### config.mk
export PLATFORM = sky130hd
export DESIGN_NAME = layered_access_right_check
export DESIGN_NICKNAME = d
export VERILOG_FILES = /design/src/sv/lac_pkg.sv /design/src/sv/lac_cell.sv /design/src/sv/lac_skid.sv /design/src/sv/layered_access_right_check.sv
export SDC_FILE = /design/constraint.sdc
export NUM_CORES = 1
export LEC_CHECK = 0
export BUFFER_PORTS_ARGS = -buffer_cell sky130_fd_sc_hd__buf_2
export CAP_MARGIN = 25
export CORE_ASPECT_RATIO = 1.1
export CORE_MARGIN = 10
export CORE_UTILIZATION = 50
export CTS_BUF_LIST = sky130_fd_sc_hd__clkbuf_2
export DETAILED_ROUTE_END_ITERATION = 10
export PLACE_DENSITY_LB_ADDON = 0.1
export SLEW_MARGIN = 20
export SYNTH_ARGS = -nofsm -noshare
export SYNTH_HDL_FRONTEND = slang
export SYNTH_SLANG_ARGS = --single-unit
### constraint.sdc
create_clock -name clock -period 5.4 [get_ports clock]
set_input_delay 0.27 -clock clock [delete_from_list [all_inputs] [get_ports clock]]
set_output_delay 0.27 -clock clock [all_outputs]
set_load 0.03 [all_outputs]
### src/sv/lac_pkg.sv
// ----------------------------------------------------------------------------
// Layered access-right check: shared definitions
// Codes, sizes and the types that pass between the cells, the output buffer
// and the top level.
// ----------------------------------------------------------------------------
package lac_pkg;

   // Sizes of the rights vector and of the layer stack.
   localparam int NUM_RIGHTS = 16;
   localparam int MAX_LAYERS = 16;
   localparam int LAYER_W    = 4;
   localparam int COUNT_W    = 5;

   // Request kinds carried on req_tuser.
   localparam logic [1:0] KIND_BEGIN     = 2'd0;
   localparam logic [1:0] KIND_HANDLED   = 2'd1;
   localparam logic [1:0] KIND_GRANT     = 2'd2;
   localparam logic [1:0] KIND_NO_LAYERS = 2'd3;

   // Result kinds carried on rsp_tuser.
   localparam logic VK_SUMMARY = 1'b0;
   localparam logic VK_VERDICT = 1'b1;

   // Configuration register addresses (word index).
   localparam logic REG_NUM_RIGHTS = 1'b0;

   // Command broadcast to every cell for the request being accepted.
   typedef struct packed {
      logic                    load;
      logic                    mark;
      logic                    clear;
      logic [MAX_LAYERS-1:0]   layer_onehot;
   } cell_cmd_type;

   // One result on its way to the output.
   typedef struct packed {
      logic                    verdict_kind;
      logic                    allowed;
      logic [NUM_RIGHTS-1:0]   handled_rights;
   } rsp_type;

endpackage

### src/sv/lac_cell.sv
// ----------------------------------------------------------------------------
// Layered access-right check: one right
// Holds the requested bit, the pending-layer mask and the handled bit of one
// access right, and passes the emptiness and request-present flags along.
// ----------------------------------------------------------------------------
module lac_cell
   import lac_pkg::*;
(
   input  logic          clock,
   input  logic          reset,
   input  cell_cmd_type  cmd,
   input  logic          right_bit,
   input  logic          in_use,
   input  logic          empty_from,
   input  logic          req_from,
   output logic          empty_to,
   output logic          req_to,
   output logic          handled_next
);

   logic                  req_ff;
   logic                  req_in;
   logic [MAX_LAYERS-1:0] pending_ff;
   logic [MAX_LAYERS-1:0] pending_in;
   logic                  handled_ff;
   logic                  handled_in;
   logic                  active;

   // The right takes part only when it is requested and within the count.
   assign active = req_ff & in_use;

   // Next state of the right.
   always_comb begin
      req_in     = req_ff;
      pending_in = pending_ff;
      handled_in = handled_ff;
      if (cmd.load) begin
         req_in     = right_bit;
         pending_in = '0;
         handled_in = 1'b0;
      end else if (cmd.mark && active && right_bit) begin
         pending_in = pending_ff | cmd.layer_onehot;
         handled_in = 1'b1;
      end else if (cmd.clear && active && right_bit) begin
         pending_in = pending_ff & ~cmd.layer_onehot;
      end
   end

   // Chain outputs: the request is empty of pending layers only if every
   // active right has none left after this layer.
   assign empty_to     = empty_from & ~(active & (|pending_in));
   assign req_to       = req_from | req_ff;
   assign handled_next = handled_in;

   always_ff @(posedge clock) begin
      if (reset) begin
         req_ff     <= 1'b0;
         pending_ff <= '0;
         handled_ff <= 1'b0;
      end else begin
         req_ff     <= req_in;
         pending_ff <= pending_in;
         handled_ff <= handled_in;
      end
   end

endmodule

### src/sv/lac_skid.sv
// ----------------------------------------------------------------------------
// Layered access-right check: output buffer
// An output register backed by a skid register, so that a new request can be
// taken while a finished result is still waiting.
// ----------------------------------------------------------------------------
module lac_skid
   import lac_pkg::*;
(
   input  logic    clock,
   input  logic    reset,
   input  logic    push,
   input  rsp_type push_data,
   output logic    in_ready,
   output logic    out_valid,
   input  logic    out_ready,
   output rsp_type out_data
);

   logic    out_valid_ff;
   logic    out_valid_in;
   rsp_type out_data_ff;
   rsp_type out_data_in;
   logic    skid_valid_ff;
   logic    skid_valid_in;
   rsp_type skid_data_ff;
   rsp_type skid_data_in;

   // Refill the output register from the skid first, else from the new result.
   always_comb begin
      out_valid_in  = out_valid_ff;
      out_data_in   = out_data_ff;
      skid_valid_in = skid_valid_ff;
      skid_data_in  = skid_data_ff;
      if (!out_valid_ff || out_ready) begin
         if (skid_valid_ff) begin
            out_valid_in  = 1'b1;
            out_data_in   = skid_data_ff;
            skid_valid_in = 1'b0;
         end else begin
            out_valid_in = push;
            out_data_in  = push_data;
         end
      end else if (push) begin
         skid_valid_in = 1'b1;
         skid_data_in  = push_data;
      end
   end

   always_ff @(posedge clock) begin
      if (reset) begin
         out_valid_ff  <= 1'b0;
         skid_valid_ff <= 1'b0;
      end else begin
         out_valid_ff  <= out_valid_in;
         skid_valid_ff <= skid_valid_in;
      end
      out_data_ff  <= out_data_in;
      skid_data_ff <= skid_data_in;
   end

   assign in_ready  = ~skid_valid_ff;
   assign out_valid = out_valid_ff;
   assign out_data  = out_data_ff;

endmodule

### src/sv/layered_access_right_check.sv
// ----------------------------------------------------------------------------
// Layered access-right check
// Tracks which policy layers still deny each requested right and reports the
// handled-rights summary and the rule verdicts.
// ----------------------------------------------------------------------------
// Each result is registered: output register, or skid then output when stalled.
// Throughput: one request per cycle while req_tready is high; all rights are
// updated at once by a row of sixteen cells, one per right.
// Up to two results are buffered; req_tready drops only when both are held.
// Reset (synchronous) clears all rights state and sets num_rights to 16.
module layered_access_right_check
   import lac_pkg::*;
(
   input  logic        clock,
   input  logic        reset,
   // Request channel
   input  logic        req_tvalid,
   output logic        req_tready,
   input  logic [23:0] req_tdata,   // access_bits[15:0], layer_index[19:16], zero
   input  logic [1:0]  req_tuser,   // kind[1:0]
   input  logic        req_tlast,
   // Result channel
   output logic        rsp_tvalid,
   input  logic        rsp_tready,
   output logic [23:0] rsp_tdata,   // allowed[0], handled_rights[16:1], zero
   output logic        rsp_tuser,   // verdict_kind[0]
   // Configuration port
   input  logic        csr_psel,
   input  logic        csr_penable,
   input  logic        csr_pwrite,
   input  logic [2:0]  csr_paddr,
   input  logic [31:0] csr_pwdata,
   output logic [31:0] csr_prdata,
   output logic        csr_pready
);

   logic [COUNT_W-1:0]    num_rights_ff;
   logic [COUNT_W-1:0]    num_rights_in;
   logic                  decided_ff;
   logic                  decided_in;
   logic                  accept;
   logic [NUM_RIGHTS-1:0] access_bits;
   logic [LAYER_W-1:0]    layer_index;
   logic [NUM_RIGHTS-1:0] in_use;
   logic [NUM_RIGHTS-1:0] handled_vec;
   logic [NUM_RIGHTS:0]   empty_chain;
   logic [NUM_RIGHTS:0]   req_chain;
   logic                  req_any;
   logic                  all_clear;
   cell_cmd_type          cmd;
   logic                  push;
   rsp_type               push_data;
   rsp_type               out_data;
   logic                  csr_write;

   assign access_bits = req_tdata[NUM_RIGHTS-1:0];
   assign layer_index = req_tdata[NUM_RIGHTS +: LAYER_W];
   assign accept      = req_tvalid & req_tready;

   // Configuration register.
   assign csr_pready = 1'b1;
   assign csr_write  = csr_psel & csr_penable & csr_pwrite & csr_pready;
   always_comb begin
      num_rights_in = num_rights_ff;
      if (csr_write && csr_paddr[2] == REG_NUM_RIGHTS) begin
         num_rights_in = csr_pwdata[COUNT_W-1:0];
      end
   end
   assign csr_prdata = (csr_paddr[2] == REG_NUM_RIGHTS) ?
                       {{(32-COUNT_W){1'b0}}, num_rights_ff} : 32'd0;

   // Rights within the count; a count of sixteen or more covers all of them.
   always_comb begin
      for (int i = 0; i < NUM_RIGHTS; i++) begin
         in_use[i] = (COUNT_W'(i) < num_rights_ff);
      end
   end

   // Command for the cells.
   always_comb begin
      cmd.load  = accept && req_tuser == KIND_BEGIN;
      cmd.mark  = accept && req_tuser == KIND_HANDLED;
      cmd.clear = accept && req_tuser == KIND_GRANT && !decided_ff;
      for (int j = 0; j < MAX_LAYERS; j++) begin
         cmd.layer_onehot[j] = (layer_index == LAYER_W'(j));
      end
   end

   // Row of cells, one per right, with the flags rippling along the row.
   assign empty_chain[0] = 1'b1;
   assign req_chain[0]   = 1'b0;
   for (genvar g = 0; g < NUM_RIGHTS; g++) begin : g_cell
      lac_cell u_cell (
         .clock        (clock),
         .reset        (reset),
         .cmd          (cmd),
         .right_bit    (access_bits[g]),
         .in_use       (in_use[g]),
         .empty_from   (empty_chain[g]),
         .req_from     (req_chain[g]),
         .empty_to     (empty_chain[g+1]),
         .req_to       (req_chain[g+1]),
         .handled_next (handled_vec[g])
      );
   end
   assign req_any   = req_chain[NUM_RIGHTS];
   assign all_clear = empty_chain[NUM_RIGHTS];

   // Result and rule state for the accepted request.
   always_comb begin
      decided_in = decided_ff;
      push       = 1'b0;
      push_data  = '{verdict_kind: VK_VERDICT, allowed: 1'b0, handled_rights: '0};
      if (accept) begin
         case (req_tuser)
            KIND_BEGIN: begin
               decided_in = 1'b0;
            end
            KIND_HANDLED: begin
               push                 = req_tlast;
               push_data.verdict_kind = VK_SUMMARY;
               push_data.handled_rights = handled_vec;
            end
            KIND_NO_LAYERS: begin
               decided_in        = 1'b0;
               push              = 1'b1;
               push_data.allowed = ~req_any;
            end
            KIND_GRANT: begin
               if (decided_ff) begin
                  decided_in = ~req_tlast;
               end else if (all_clear) begin
                  // An empty request also lands here: no cell is active.
                  decided_in        = ~req_tlast;
                  push              = 1'b1;
                  push_data.allowed = 1'b1;
               end else if (req_tlast) begin
                  push = 1'b1;
               end
            end
            default: begin
               decided_in = decided_ff;
            end
         endcase
      end
   end

   always_ff @(posedge clock) begin
      if (reset) begin
         num_rights_ff <= COUNT_W'(NUM_RIGHTS);
         decided_ff    <= 1'b0;
      end else begin
         num_rights_ff <= num_rights_in;
         decided_ff    <= decided_in;
      end
   end

   // Output buffer.
   lac_skid u_skid (
      .clock     (clock),
      .reset     (reset),
      .push      (push),
      .push_data (push_data),
      .in_ready  (req_tready),
      .out_valid (rsp_tvalid),
      .out_ready (rsp_tready),
      .out_data  (out_data)
   );

   assign rsp_tdata = {7'd0, out_data.handled_rights, out_data.allowed};
   assign rsp_tuser = out_data.verdict_kind;

endmodule

Word level (Yosys, flattened, before mapping)
Cells that the tools add are included.
Cells by class
  reductions and logical operators: 95
  order comparisons: 16
  equality and inequality tests: 18
  bitwise operators: 119
  multiplexer cells: 97
Operators with widths (count)
  $mux W16: 49
  $and A16 B16 Y16: 16
  $or A16 B16 Y16: 16
  $reduce_or A16 Y1: 16
  $logic_and A1 B1 Y1: 69
  $and A1 B1 Y1: 50
  $mux W1: 42
  $lt A4 B5 Y1 const A: 8
  $mux W18: 2
  $eq A4 B4 Y1 const B: 8
  $not A1 Y1: 21
  $lt A3 B5 Y1 const A: 4
  $eq A4 B3 Y1 const B: 4
  $not A16 Y16: 1
  $or A1 B1 Y1: 15
  $lt A1 B5 Y1 const A: 2
  $lt A2 B5 Y1 const A: 2
  $eq A4 B2 Y1 const B: 2
  $mux W5: 1
  $eq A2 B2 Y1 const B: 2
  $eq A4 B1 Y1 const B: 1
  $logic_not A4 Y1: 1
  $pmux W1 S2: 2
  $reduce_and A2 Y1: 2
  7 further kinds: 9
Storage, ports and cells
  input port bits: 69
  output and inout bits: 60
  logic and storage cells: 403
  bits in registers: 332

Depth between registers and ports, before layout
Gate-level depths: netlist of run 1.
  depth in word-level cells: 32
  mapped depth: 16
  gate-level depth less buffers: 11

Cells and area by module
A second synthesis of run 1 with hierarchy kept.
Second synthesis, totals
  cell total of the unflattened synthesis: 1954
  area, all modules: 16693.5 µm²
By module, submodules not included
  lac_cell: instances 16, area an instance 892.1 µm², sequential area each 360.3 µm², cells each 109
  lac_skid: instances 1, area an instance 1445.1 µm², sequential area each 1121.1 µm², cells each 65
  layered_access_right_check: instances 1, area an instance 974.7 µm², sequential area each 120.1 µm², cells each 145

Worst setup path after synthesis of run 1
No wires, ideal clock.
  path kind: input -> register
  from: input req_tdata[18]
  to: register u_skid.skid_data_ff[0] in the netlist's numbering, enable pin
  arrival: 3.688 ns
  path buffers: 3
  stages on the path: 12
  path slack: 1.324 ns
  setup time: 0.389 ns
  cells stage by stage: buf_2 or4b_4 buf_6 o21ai_2 nand2_1 or4_1 nor4b_2 o221a_1 nand4b_1 or4_1 buf_2 a2111oi_4
On the way
  cells in the longest elaborated chain, start to end: 29
Ends and longest elaborated chain
  start: declaration: line layered_access_right_check.sv:19  | input logic [23:0] req_tdata,
  $eq A4 B1 Y1 (tied with other cells): line layered_access_right_check.sv:85  | cmd.layer_onehot[j] = (layer_index == LAYER_W'(j));
  $not A16 Y16: line lac_cell.sv:45  | pending_in = pending_ff & ~cmd.layer_onehot;
  $and A16 B16 Y16: line lac_cell.sv:45
  $mux W16: line lac_cell.sv:44  | end else if (cmd.clear && active && right_bit) begin
  $mux W16: line lac_cell.sv:41  | end else if (cmd.mark && active && right_bit) begin
  $mux W16: line lac_cell.sv:37  | if (cmd.load) begin
  $reduce_or A16 Y1: line lac_cell.sv:51  | assign empty_to = empty_from & ~(active & (|pending_in));
  $and A1 B1 Y1: line lac_cell.sv:51
  $not A1 Y1: line lac_cell.sv:51
  $and A1 B1 Y1 (14 in a row): line lac_cell.sv:51
  $and A1 B1 Y1 (*): line lac_cell.sv:51
  $mux W1 (*): line layered_access_right_check.sv:132  | end else if (all_clear) begin
  $mux W1 (*): line layered_access_right_check.sv:130  | if (decided_ff) begin
  $pmux W1 S3 (*): line layered_access_right_check.sv:115  | case (req_tuser)
  $mux W1 (*): line layered_access_right_check.sv:114  | if (accept) begin
  $reduce_and A2 Y1 (no line) (*)
  end signal: assignment: line lac_skid.sv:58  | skid_data_ff <= skid_data_in;
  end: declaration: line lac_skid.sv:25  | rsp_type skid_data_ff;
Mark *: on every way between the ends. The rest lies on a longest branch, timed or not.
A chain may end at the register's enable or synchronous reset.

Worst setup path after layout of run 1
  from: register num_rights_ff[0]
  to: register decided_ff
On the way
  cells in the longest elaborated chain, start to end: 28
Ends and longest elaborated chain
  start: declaration: line layered_access_right_check.sv:37  | logic [COUNT_W-1:0] num_rights_ff;
  start signal: assignment: line layered_access_right_check.sv:150  | num_rights_ff <= COUNT_W'(NUM_RIGHTS);
  start signal: assignment: line layered_access_right_check.sv:153  | num_rights_ff <= num_rights_in;
  $lt A1 B5 Y1: line layered_access_right_check.sv:75  | in_use[i] = (COUNT_W'(i) < num_rights_ff);
  $and A1 B1 Y1: line lac_cell.sv:30  | assign active = req_ff & in_use;
  $logic_and A1 B1 Y1 (2 in a row): line lac_cell.sv:44
  $mux W16: line lac_cell.sv:44
  $mux W16: line lac_cell.sv:41
  $mux W16: line lac_cell.sv:37
  $reduce_or A16 Y1: line lac_cell.sv:51
  $and A1 B1 Y1: line lac_cell.sv:51
  $not A1 Y1: line lac_cell.sv:51
  $and A1 B1 Y1 (14 in a row): line lac_cell.sv:51
  $and A1 B1 Y1 (*): line lac_cell.sv:51
  $mux W1 (*): line layered_access_right_check.sv:132
  $mux W1 (*): line layered_access_right_check.sv:130
  $pmux W1 S2 (*): line layered_access_right_check.sv:115
  end signal: assignment: line layered_access_right_check.sv:154  | decided_ff <= decided_in;
  end: declaration: line layered_access_right_check.sv:39  | logic decided_ff;
Marked as above.

==> results of run 1 <==
placed cells by master (no fill, tap or decap), drive strengths merged, types with 32 or more instances in the layout:
| cell type | n |
|---|---|
| a21oi | 328 |
| buf | 172 |
| clkbuf | 126 |
| conb | 35 |
| dfxtp | 296 |
| dlygate4sd3 | 72 |
| edfxtp | 36 |
| nand2 | 347 |
| nor2 | 143 |
| nor3 | 32 |
| o21ai | 275 |
| o32ai | 35 |
registers in the layout, indices dropped and copies added, names as in the netlist:
name                      count
g_cell.u_cell.pending_ff    256
u_skid.out_valid              1
decided_ff                    1
u_skid.skid_valid_ff          1
num_rights_ff                 5
u_skid.skid_data_ff          18
g_cell.u_cell.req_ff         16
g_cell.u_cell.handled_ff     16
u_skid.out_data              18
metal layers:
metal / global-route usage, % / vias up / wire length [um]
li1: - / 7941 / -
met3: 6.02 / 255 / 7510
met2: 48.8 / 1166 / 29200
met5: 0 / - / 0
met4: 18.8 / 0 / 4070
met1: 39.3 / 8421 / 26000
worst max path at each step:
stage	endpoint	slack (ps)
final	decided_ff$_SDFFE_PP0P_	430
after global routing	decided_ff$_SDFFE_PP0P_	180
after CTS	decided_ff$_SDFFE_PP0P_	560
after detailed placement	u_skid.skid_data_ff[11]$_DFFE_PP_	560
after global placement	u_skid.skid_data_ff[11]$_DFFE_PP_	620
after floorplan	u_skid.skid_data_ff[0]$_DFFE_PP_	1320
power by group:
group	switching [W]	internal [W]	leakage (nW)
sequential	0.0000124	0.00250	2.79
clock	0.00107	0.000606	0.551
combinational	0.000338	0.000124	3.55
metrics by stage:
stage	cell area, um2	setup slack [ps]
after floorplan	16600	1320
after global placement	17300	618
after detailed placement	17300	559
after CTS	18700	565
after global routing	18700	181
final	18700	428
layout make-up:
| cell class | count | area (um2) | area share (%) |
|---|---|---|---|
| timing repair buffer | 244 | 1880 | 10.0 |
| clock inverter | 11 | 41.3 | 0.220 |
| sequential | 332 | 7010 | 37.4 |
| tap | 426 | 533 | 2.84 |
| antenna | 2 | 5.00 | 0.0267 |
| clock buffer | 126 | 631 | 3.36 |
| inverter | 12 | 45.0 | 0.240 |
| multi-input combinational | 1598 | 8600 | 45.9 |
cell families (layout without fill, tap and decap cells):
family / Yosys count / count (layout) / share of synthesized area (%)
AOI/OAI and AO/OA: 839 / 839 / 29.9
and+or+nand+nor: 712 / 712 / 20.1
DFF: 332 / 332 / 42.4
buffers and inverters: 242 / 393 / 6.80
muxes: 8 / 8 / 0.500
xor gates and xnor gates: 4 / 4 / 0.212
other: 2 / 37 / 0.0455
repair_timing:
| action | CTS | global route |
|---|---|---|
| hold buffers | 72 | 0 |
| setup buffers | 0 | 0 |
| hold endpoints to repair | 131 | 0 |
worst min-delay path, delay by kind of cell:
family,cells,cell delay [ps]
buf+inv,1,70
simple gates,1,510
compound gates,1,140
==> impl_metrics.sql, run 1 <==
INSERT INTO impl_metrics (metric_group, metric, value, unit) VALUES
('status', 'status', 'completed', ''),
('worst_setup_path', 'critical_path.cell_chain', 'a211o_1, nand4_4, o21ai_0, nand4_1, or4_1, nor4b_2, o221a_1, nand4b_1, or4_1, buf_4, a221oi_2, dlygate4sd3_1', ''),
('power_and_ir_drop', 'vdd_drop_max', '0.107', 'mV'),
('sta', 'finalHoldViolCount', '0', ''),
('worst_hold_path', 'timing.hold.worst.start', 'rsp_tready', ''),
('floorplan', 'core_area', '32500', 'um2'),
('sta', 'drv_slew', '0', ''),
('sta', 'grt_setup_unrepaired', 'false', ''),
('logic_synthesis', 'ys_types', '85', ''),
('place', 'dp_cells', '2539', ''),
('worst_setup_path', 'crit-reg2reg-capture', 'decided_ff$_SDFFE_PP0P_', ''),
('power_and_ir_drop', 'total_power', '0.00465', 'W'),
('logic_synthesis', 'syn-instance-count', '2139', ''),
('grt', 'globalRouteOverflowTotal', '0', ''),
('power_and_ir_drop', 'p_leak', '6.89', 'nW'),
('logic_synthesis', 'post-synth-top-area-fraction', '35.9', '%'),
('worst_setup_path', 'crit-reg2reg-launch', 'num_rights_ff[0]$_SDFFE_PP0P_', ''),
('logic_synthesis', 'yosys_register_bits', '332', ''),
('worst_setup_path', 'crit_slowest_cell', 'sky130_fd_sc_hd__dfxtp_1', ''),
('finish', 'final_core_utilization', '57.8', '%'),
('place', 'routabilityCongestion', '0.949', ''),
('cts', 'clock-sinks', '332', ''),
('worst_hold_path', 'hold-path-endpoint', 'u_skid.out_valid$_SDFFE_PP0P_', ''),
('sta', 'timing.final.setup_violations', '0', ''),
('finish', 'num-fill-cells', '3105', ''),
('cts', 'cts_repair_resize_count', '0', ''),
('floorplan', 'io-pin-count', '129', ''),
('cts', 'clk_latency', '980', 'ps'),
('logic_synthesis', 'synth_area_leaders', 'sky130_fd_sc_hd__dfxtp_1, sky130_fd_sc_hd__a21oi_1, sky130_fd_sc_hd__o21ai_0, sky130_fd_sc_hd__nand2_1, sky130_fd_sc_hd__edfxtp_1', ''),
('worst_setup_path', 'critical_path_peak_fanout', '16', ''),
('job', 'maxCapViolCount', '0', ''),
('sta', 'worst_slew_pin_slew', '1110', 'ps'),
('logic_synthesis', 'yosys-top-cells-count', 'sky130_fd_sc_hd__nand2_1, sky130_fd_sc_hd__a21oi_1, sky130_fd_sc_hd__dfxtp_1', ''),
('cts', 'cts_max_level', '3', ''),
('detailed_routing', 'drt-pass1-iter-count', '8', ''),
('sta', 'max_freq', '201', 'MHz'),
('sta', 'slew_headroom', '26.1', '%'),
('logic_synthesis', 'yosysWarningCount', '0', ''),
('floorplan', 'rows', '69', ''),
('floorplan', 'dieArea', '40700', 'um2'),
('logic_synthesis', 'synthDominantAreaCellType', 'sky130_fd_sc_hd__dfxtp_1', ''),
('worst_setup_path', 'startpoint', 'num_rights_ff[0]$_SDFFE_PP0P_', ''),
('logic_synthesis', 'synth_async_sr_flop_share', '0', '%'),
('floorplan', 'initial_core_util', '50.8', '%'),
('detailed_routing', 'route.detailed.drc', '0', ''),
('worst_setup_path', 'reg2reg_setup_slack', '430', 'ps'),
('worst_setup_path', 'timing.critical_path.arrival', '5880', 'ps'),
('worst_hold_path', 'hold_depth', '3', ''),
('place', 'dp_hpwl', '43.5', 'mm'),
('grt', 'grt_start_max_net_pins', '86', ''),
('worst_setup_path', 'timing.critical_path.buf_inv', '2', ''),
('grt', 'initial_antenna_violation_count', '2', ''),
('worst_hold_path', 'min_path_type', 'in -> reg', ''),
('logic_synthesis', 'ys_dominant_reg_cell', 'sky130_fd_sc_hd__dfxtp_1', ''),
('finish', 'flow.area_growth_from_synthesis', '13.6', '%'),
('worst_setup_path', 'worstSetupEndpointType', 'flop', ''),
('detailed_routing', 'postRouteWirelength', '66.7', 'mm'),
('sta', 'finClkSkew', '82.2', 'ps'),
('finish', 'layout.nets', '2343', ''),
('detailed_routing', 'wire_per_inst', '24.3', 'um'),
('logic_synthesis', 'syn_avg_cell_area', '7.72', 'um2'),
('cts', 'clk_path_buf_depth', '3', ''),
('floorplan', 'fp.dieW', '193', 'um'),
('worst_setup_path', 'startpoint_type', 'flop', ''),
('worst_setup_path', 'path_common_cell', 'sky130_fd_sc_hd__or4_1', ''),
('grt', 'grt_first_pass_wirelength', '100', 'mm'),
('worst_setup_path', 'worstPathRequired', '6300', 'ps'),
('sta', 'fin_setup_tns', '0', 'ps'),
('worst_setup_path', 'slowest_delay', '670', 'ps'),
('worst_setup_path', 'worst-setup-path-type', 'reg -> reg', ''),
('place', 'io_buffer_count', '60', '');
(Power assumes the default switching activity.)
==> inputs of run 2 (changes only) <==
--- a/config.mk
+++ b/config.mk
@@ -13,6 +13,7 @@
 export CTS_BUF_LIST = sky130_fd_sc_hd__clkbuf_2
 export DETAILED_ROUTE_END_ITERATION = 10
 export PLACE_DENSITY_LB_ADDON = 0.1
+export RECOVER_POWER = 100
 export SLEW_MARGIN = 20
 export SYNTH_ARGS = -nofsm -noshare
 export SYNTH_HDL_FRONTEND = slang
==> run 2 against run 1 <==
  * The run now ends with negative hold slack, max-capacitance violations, max-slew violations left
  * Sequential power about the same
  * Sequential cell count unchanged
  * Worst setup slack worse by 120 ps
  * Critical path type unchanged
  * Critical endpoint is now u_skid.skid_data_ff[11]$_DFFE_PP_
==> impl_metrics.sql, run 2 (synthesis gave the netlist of run 1 again) <==
INSERT INTO impl_metrics (metric_group, metric, value, unit) VALUES
('worst_setup_path', 'crit-reg2reg-launch', 'num_rights_ff[1]$_SDFFE_PP0P_', ''),
('worst_setup_path', 'startpoint', 'num_rights_ff[1]$_SDFFE_PP0P_', ''),
('finish', 'drive_above_1_share', '13.3', '%'),
('worst_setup_path', 'worstSetupEndpointType', 'flop', ''),
('power_and_ir_drop', 'p_leak', '6.76', 'nW'),
('sta', 'grt_setup_unrepaired', 'false', ''),
('cts', 'tritoncts.num_buffers', '86', ''),
('worst_setup_path', 'crit-reg2reg-capture', 'u_skid.skid_data_ff[11]$_DFFE_PP_', ''),
('sta', 'worst_slew_pin_slew', '3460', 'ps'),
('worst_setup_path', 'r2r_cells', '11', ''),
('sta', 'fin_setup_tns', '0', 'ps'),
('cts', 'clockRootBuffer', 'sky130_fd_sc_hd__clkbuf_2', ''),
('sta', 'timing.final.crit_share', '94.3', '%'),
('worst_setup_path', 'worstPathRequired', '6010', 'ps'),
('place', 'pre_cts_slack', '559', 'ps'),
('worst_setup_path', 'startpoint_type', 'flop', ''),
('floorplan', 'io-pin-count', '129', ''),
('finish', 'most_common_cell_after_layout_fill_and_taps_aside', 'sky130_fd_sc_hd__nand2_1', ''),
('detailed_routing', 'wire_per_inst', '24.2', 'um'),
('sta', 'max_freq', '196', 'MHz'),
('detailed_routing', 'drt-pass1-iter-count', '8', ''),
('cts', 'clock-sinks', '332', ''),
('grt', 'grt_start_max_net_pins', '86', ''),
('finish', 'seq_area', '7010', 'um2'),
('detailed_routing', 'route.detailed.drc', '0', ''),
('floorplan', 'die_h', '211', 'um'),
('place', 'routabilityCongestion', '0.949', ''),
('finish', 'num-fill-cells', '3135', ''),
('floorplan', 'initial_core_util', '50.8', '%'),
('sta', 'finClkSkew', '81.6', 'ps'),
('job', 'maxCapViolCount', '2', ''),
('grt', 'globalRouteOverflowTotal', '0', ''),
('finish', 'layout.nets', '2343', ''),
('grt', 'initial_antenna_violation_count', '2', ''),
('floorplan', 'dieArea', '40700', 'um2'),
('floorplan', 'rows', '69', ''),
('finish', 'largest-register', 'g_cell.u_cell.pending_ff', ''),
('worst_setup_path', 'reg2reg_setup_slack', '310', 'ps'),
('status', 'failed_checks', 'negative hold slack, max-capacitance violations, max-slew violations', ''),
('sta', 'drv_slew', '99', ''),
('detailed_routing', 'postRouteWirelength', '66.6', 'mm'),
('detailed_routing', 'postRouteAntennaNets', '0', ''),
('place', 'io_buffer_count', '60', ''),
('detailed_routing', 'route.detailed.vias_per_inst', '6.48', ''),
('power_and_ir_drop', 'vdd_drop_max', '0.107', 'mV'),
('worst_hold_path', 'min_path_type', 'in -> reg', ''),
('worst_setup_path', 'timing.critical_path.arrival', '5710', 'ps'),
('worst_setup_path', 'critical_path_peak_fanout', '22', ''),
('place', 'dp_hpwl', '43.5', 'mm'),
('cts', 'clk_transition_reported_paths', '120', 'ps'),
('detailed_routing', 'routed_vias', '17800', ''),
('cts', 'clk_latency', '1010', 'ps'),
('grt', 'grt_first_pass_wirelength', '100', 'mm'),
('worst_hold_path', 'hold_depth', '3', ''),
('floorplan', 'fp.dieW', '193', 'um'),
('worst_hold_path', 'timing.hold.worst.start', 'rsp_tready', ''),
('sta', 'slew_headroom', '-130', '%'),
('cts', 'clk_path_buf_depth', '3', ''),
('sta', 'timing.final.setup_violations', '0', ''),
('cts', 'tritoncts', 'built', ''),
('sta', 'period_minus_slack', '5090', 'ps'),
('sta', 'finalHoldViolCount', '1', ''),
('status', 'status', 'finished with violations', ''),
('worst_setup_path', 'worst-setup-path-type', 'reg -> reg', ''),
('finish', 'largest_register_ff_count', '256', ''),
('worst_hold_path', 'hold-path-endpoint', 'u_skid.out_valid$_SDFFE_PP0P_', ''),
('sta', 'setup_ws', '308', 'ps'),
('finish', 'most-common-layout-cells', 'sky130_fd_sc_hd__nand2_1, sky130_fd_sc_hd__a21oi_1, sky130_fd_sc_hd__dfxtp_1', ''),
('cts', 'cts_max_level', '3', ''),
('cts', 'cts_repair_resize_count', '0', ''),
('finish', 'final_core_utilization', '57.4', '%'),
('detailed_routing', 'first_iter_violations', '2290', ''),
('sta', 'hold_ws', '-6.34', 'ps'),
('grt', 'grt_use_total', '31.2', '%'),
('finish', 'flow.area_growth_from_synthesis', '12.9', '%'),
('grt', 'grt_pass1_vias', '16700', ''),
('power_and_ir_drop', 'power_per_cell_area', '249', 'nW/um2'),
('finish', 'multi_input_comb_area', '8560', 'um2'),
('floorplan', 'core_area', '32500', 'um2');
==> run 2: cell types whose count changed in the layout (fill, tap and decap cells not counted), sizes merged <==
cell	previous run	this run
clkbuf	126	157
buf	172	141
==> run 2: cell type report <==
class,instances,share of cell area [%]
multi-input cells,1598,45.9
flip-flops and latches,332,37.6
repair buffers,244,9.78
clock buffers,126,3.38
well taps,426,2.86
inverters,12,0.242
clock inverters,11,0.221
diodes,2,0.0268
==> run 2: worst max-delay path, stage by stage (launching register included) <==
cell and delay [ps]:
sky130_fd_sc_hd__dfxtp_1 570, sky130_fd_sc_hd__clkbuf_1 360, sky130_fd_sc_hd__a31oi_1 240, sky130_fd_sc_hd__or4_4 690
sky130_fd_sc_hd__o21ai_1 240, sky130_fd_sc_hd__nand2_1 100, sky130_fd_sc_hd__or4_1 420, sky130_fd_sc_hd__o31ai_1 520
sky130_fd_sc_hd__o2111ai_1 180, sky130_fd_sc_hd__or4_1 600, sky130_fd_sc_hd__a2111oi_2 430, sky130_fd_sc_hd__clkbuf_2 360
==> run 2: what timing repair did <==
item                                   in CTS  in global routing
hold buffers                               72                  0
endpoints found under the hold margin     131                  0
setup buffers                               0                  0
==> run 2: metal layers <==
| metal | vias to the layer above | part of all wire, % | global-route usage (%) | wire [um] |
|---|---|---|---|---|
| met5 | - | 0 | 0 | 0 |
| met4 | 0 | 6.2 | 18.8 | 4100 |
| met3 | 277 | 12 | 6.02 | 7720 |
| met2 | 1197 | 44 | 48.8 | 29100 |
| met1 | 8394 | 39 | 39.3 | 25700 |
| li1 | 7952 | - | - | - |
==> run 2: power breakdown <==
group,internal [W],switching [W],total (W)
combinational,0.000120,0.000336,0.000456
clock,0.000606,0.00107,0.00168
sequential,0.00250,0.0000126,0.00251
==> run 2: metrics by stage <==
stage	total power [W]	hold WS [ps]	cells	area, um2
CTS	0.00464	19.0	2748	18700
global route	0.00479	80.3	2750	18600
floorplan	0.00283	406	2172	16600
detailed placement	0.00298	450	2539	17300
finish	0.00465	-6.34	2751	18600
global placement	0.00298	440	2538	17300
==> run 2: worst max-delay path by stage <==
stage	slack, ps	to	cells past startpoint
finish	310	u_skid.skid_data_ff[11]$_DFFE_PP_	11
global route	110	u_skid.skid_data_ff[9]$_DFFE_PP_	12
CTS	560	decided_ff$_SDFFE_PP0P_	13
detailed placement	560	u_skid.skid_data_ff[11]$_DFFE_PP_	15
global placement	620	u_skid.skid_data_ff[11]$_DFFE_PP_	13
floorplan	1320	u_skid.skid_data_ff[0]$_DFFE_PP_	12
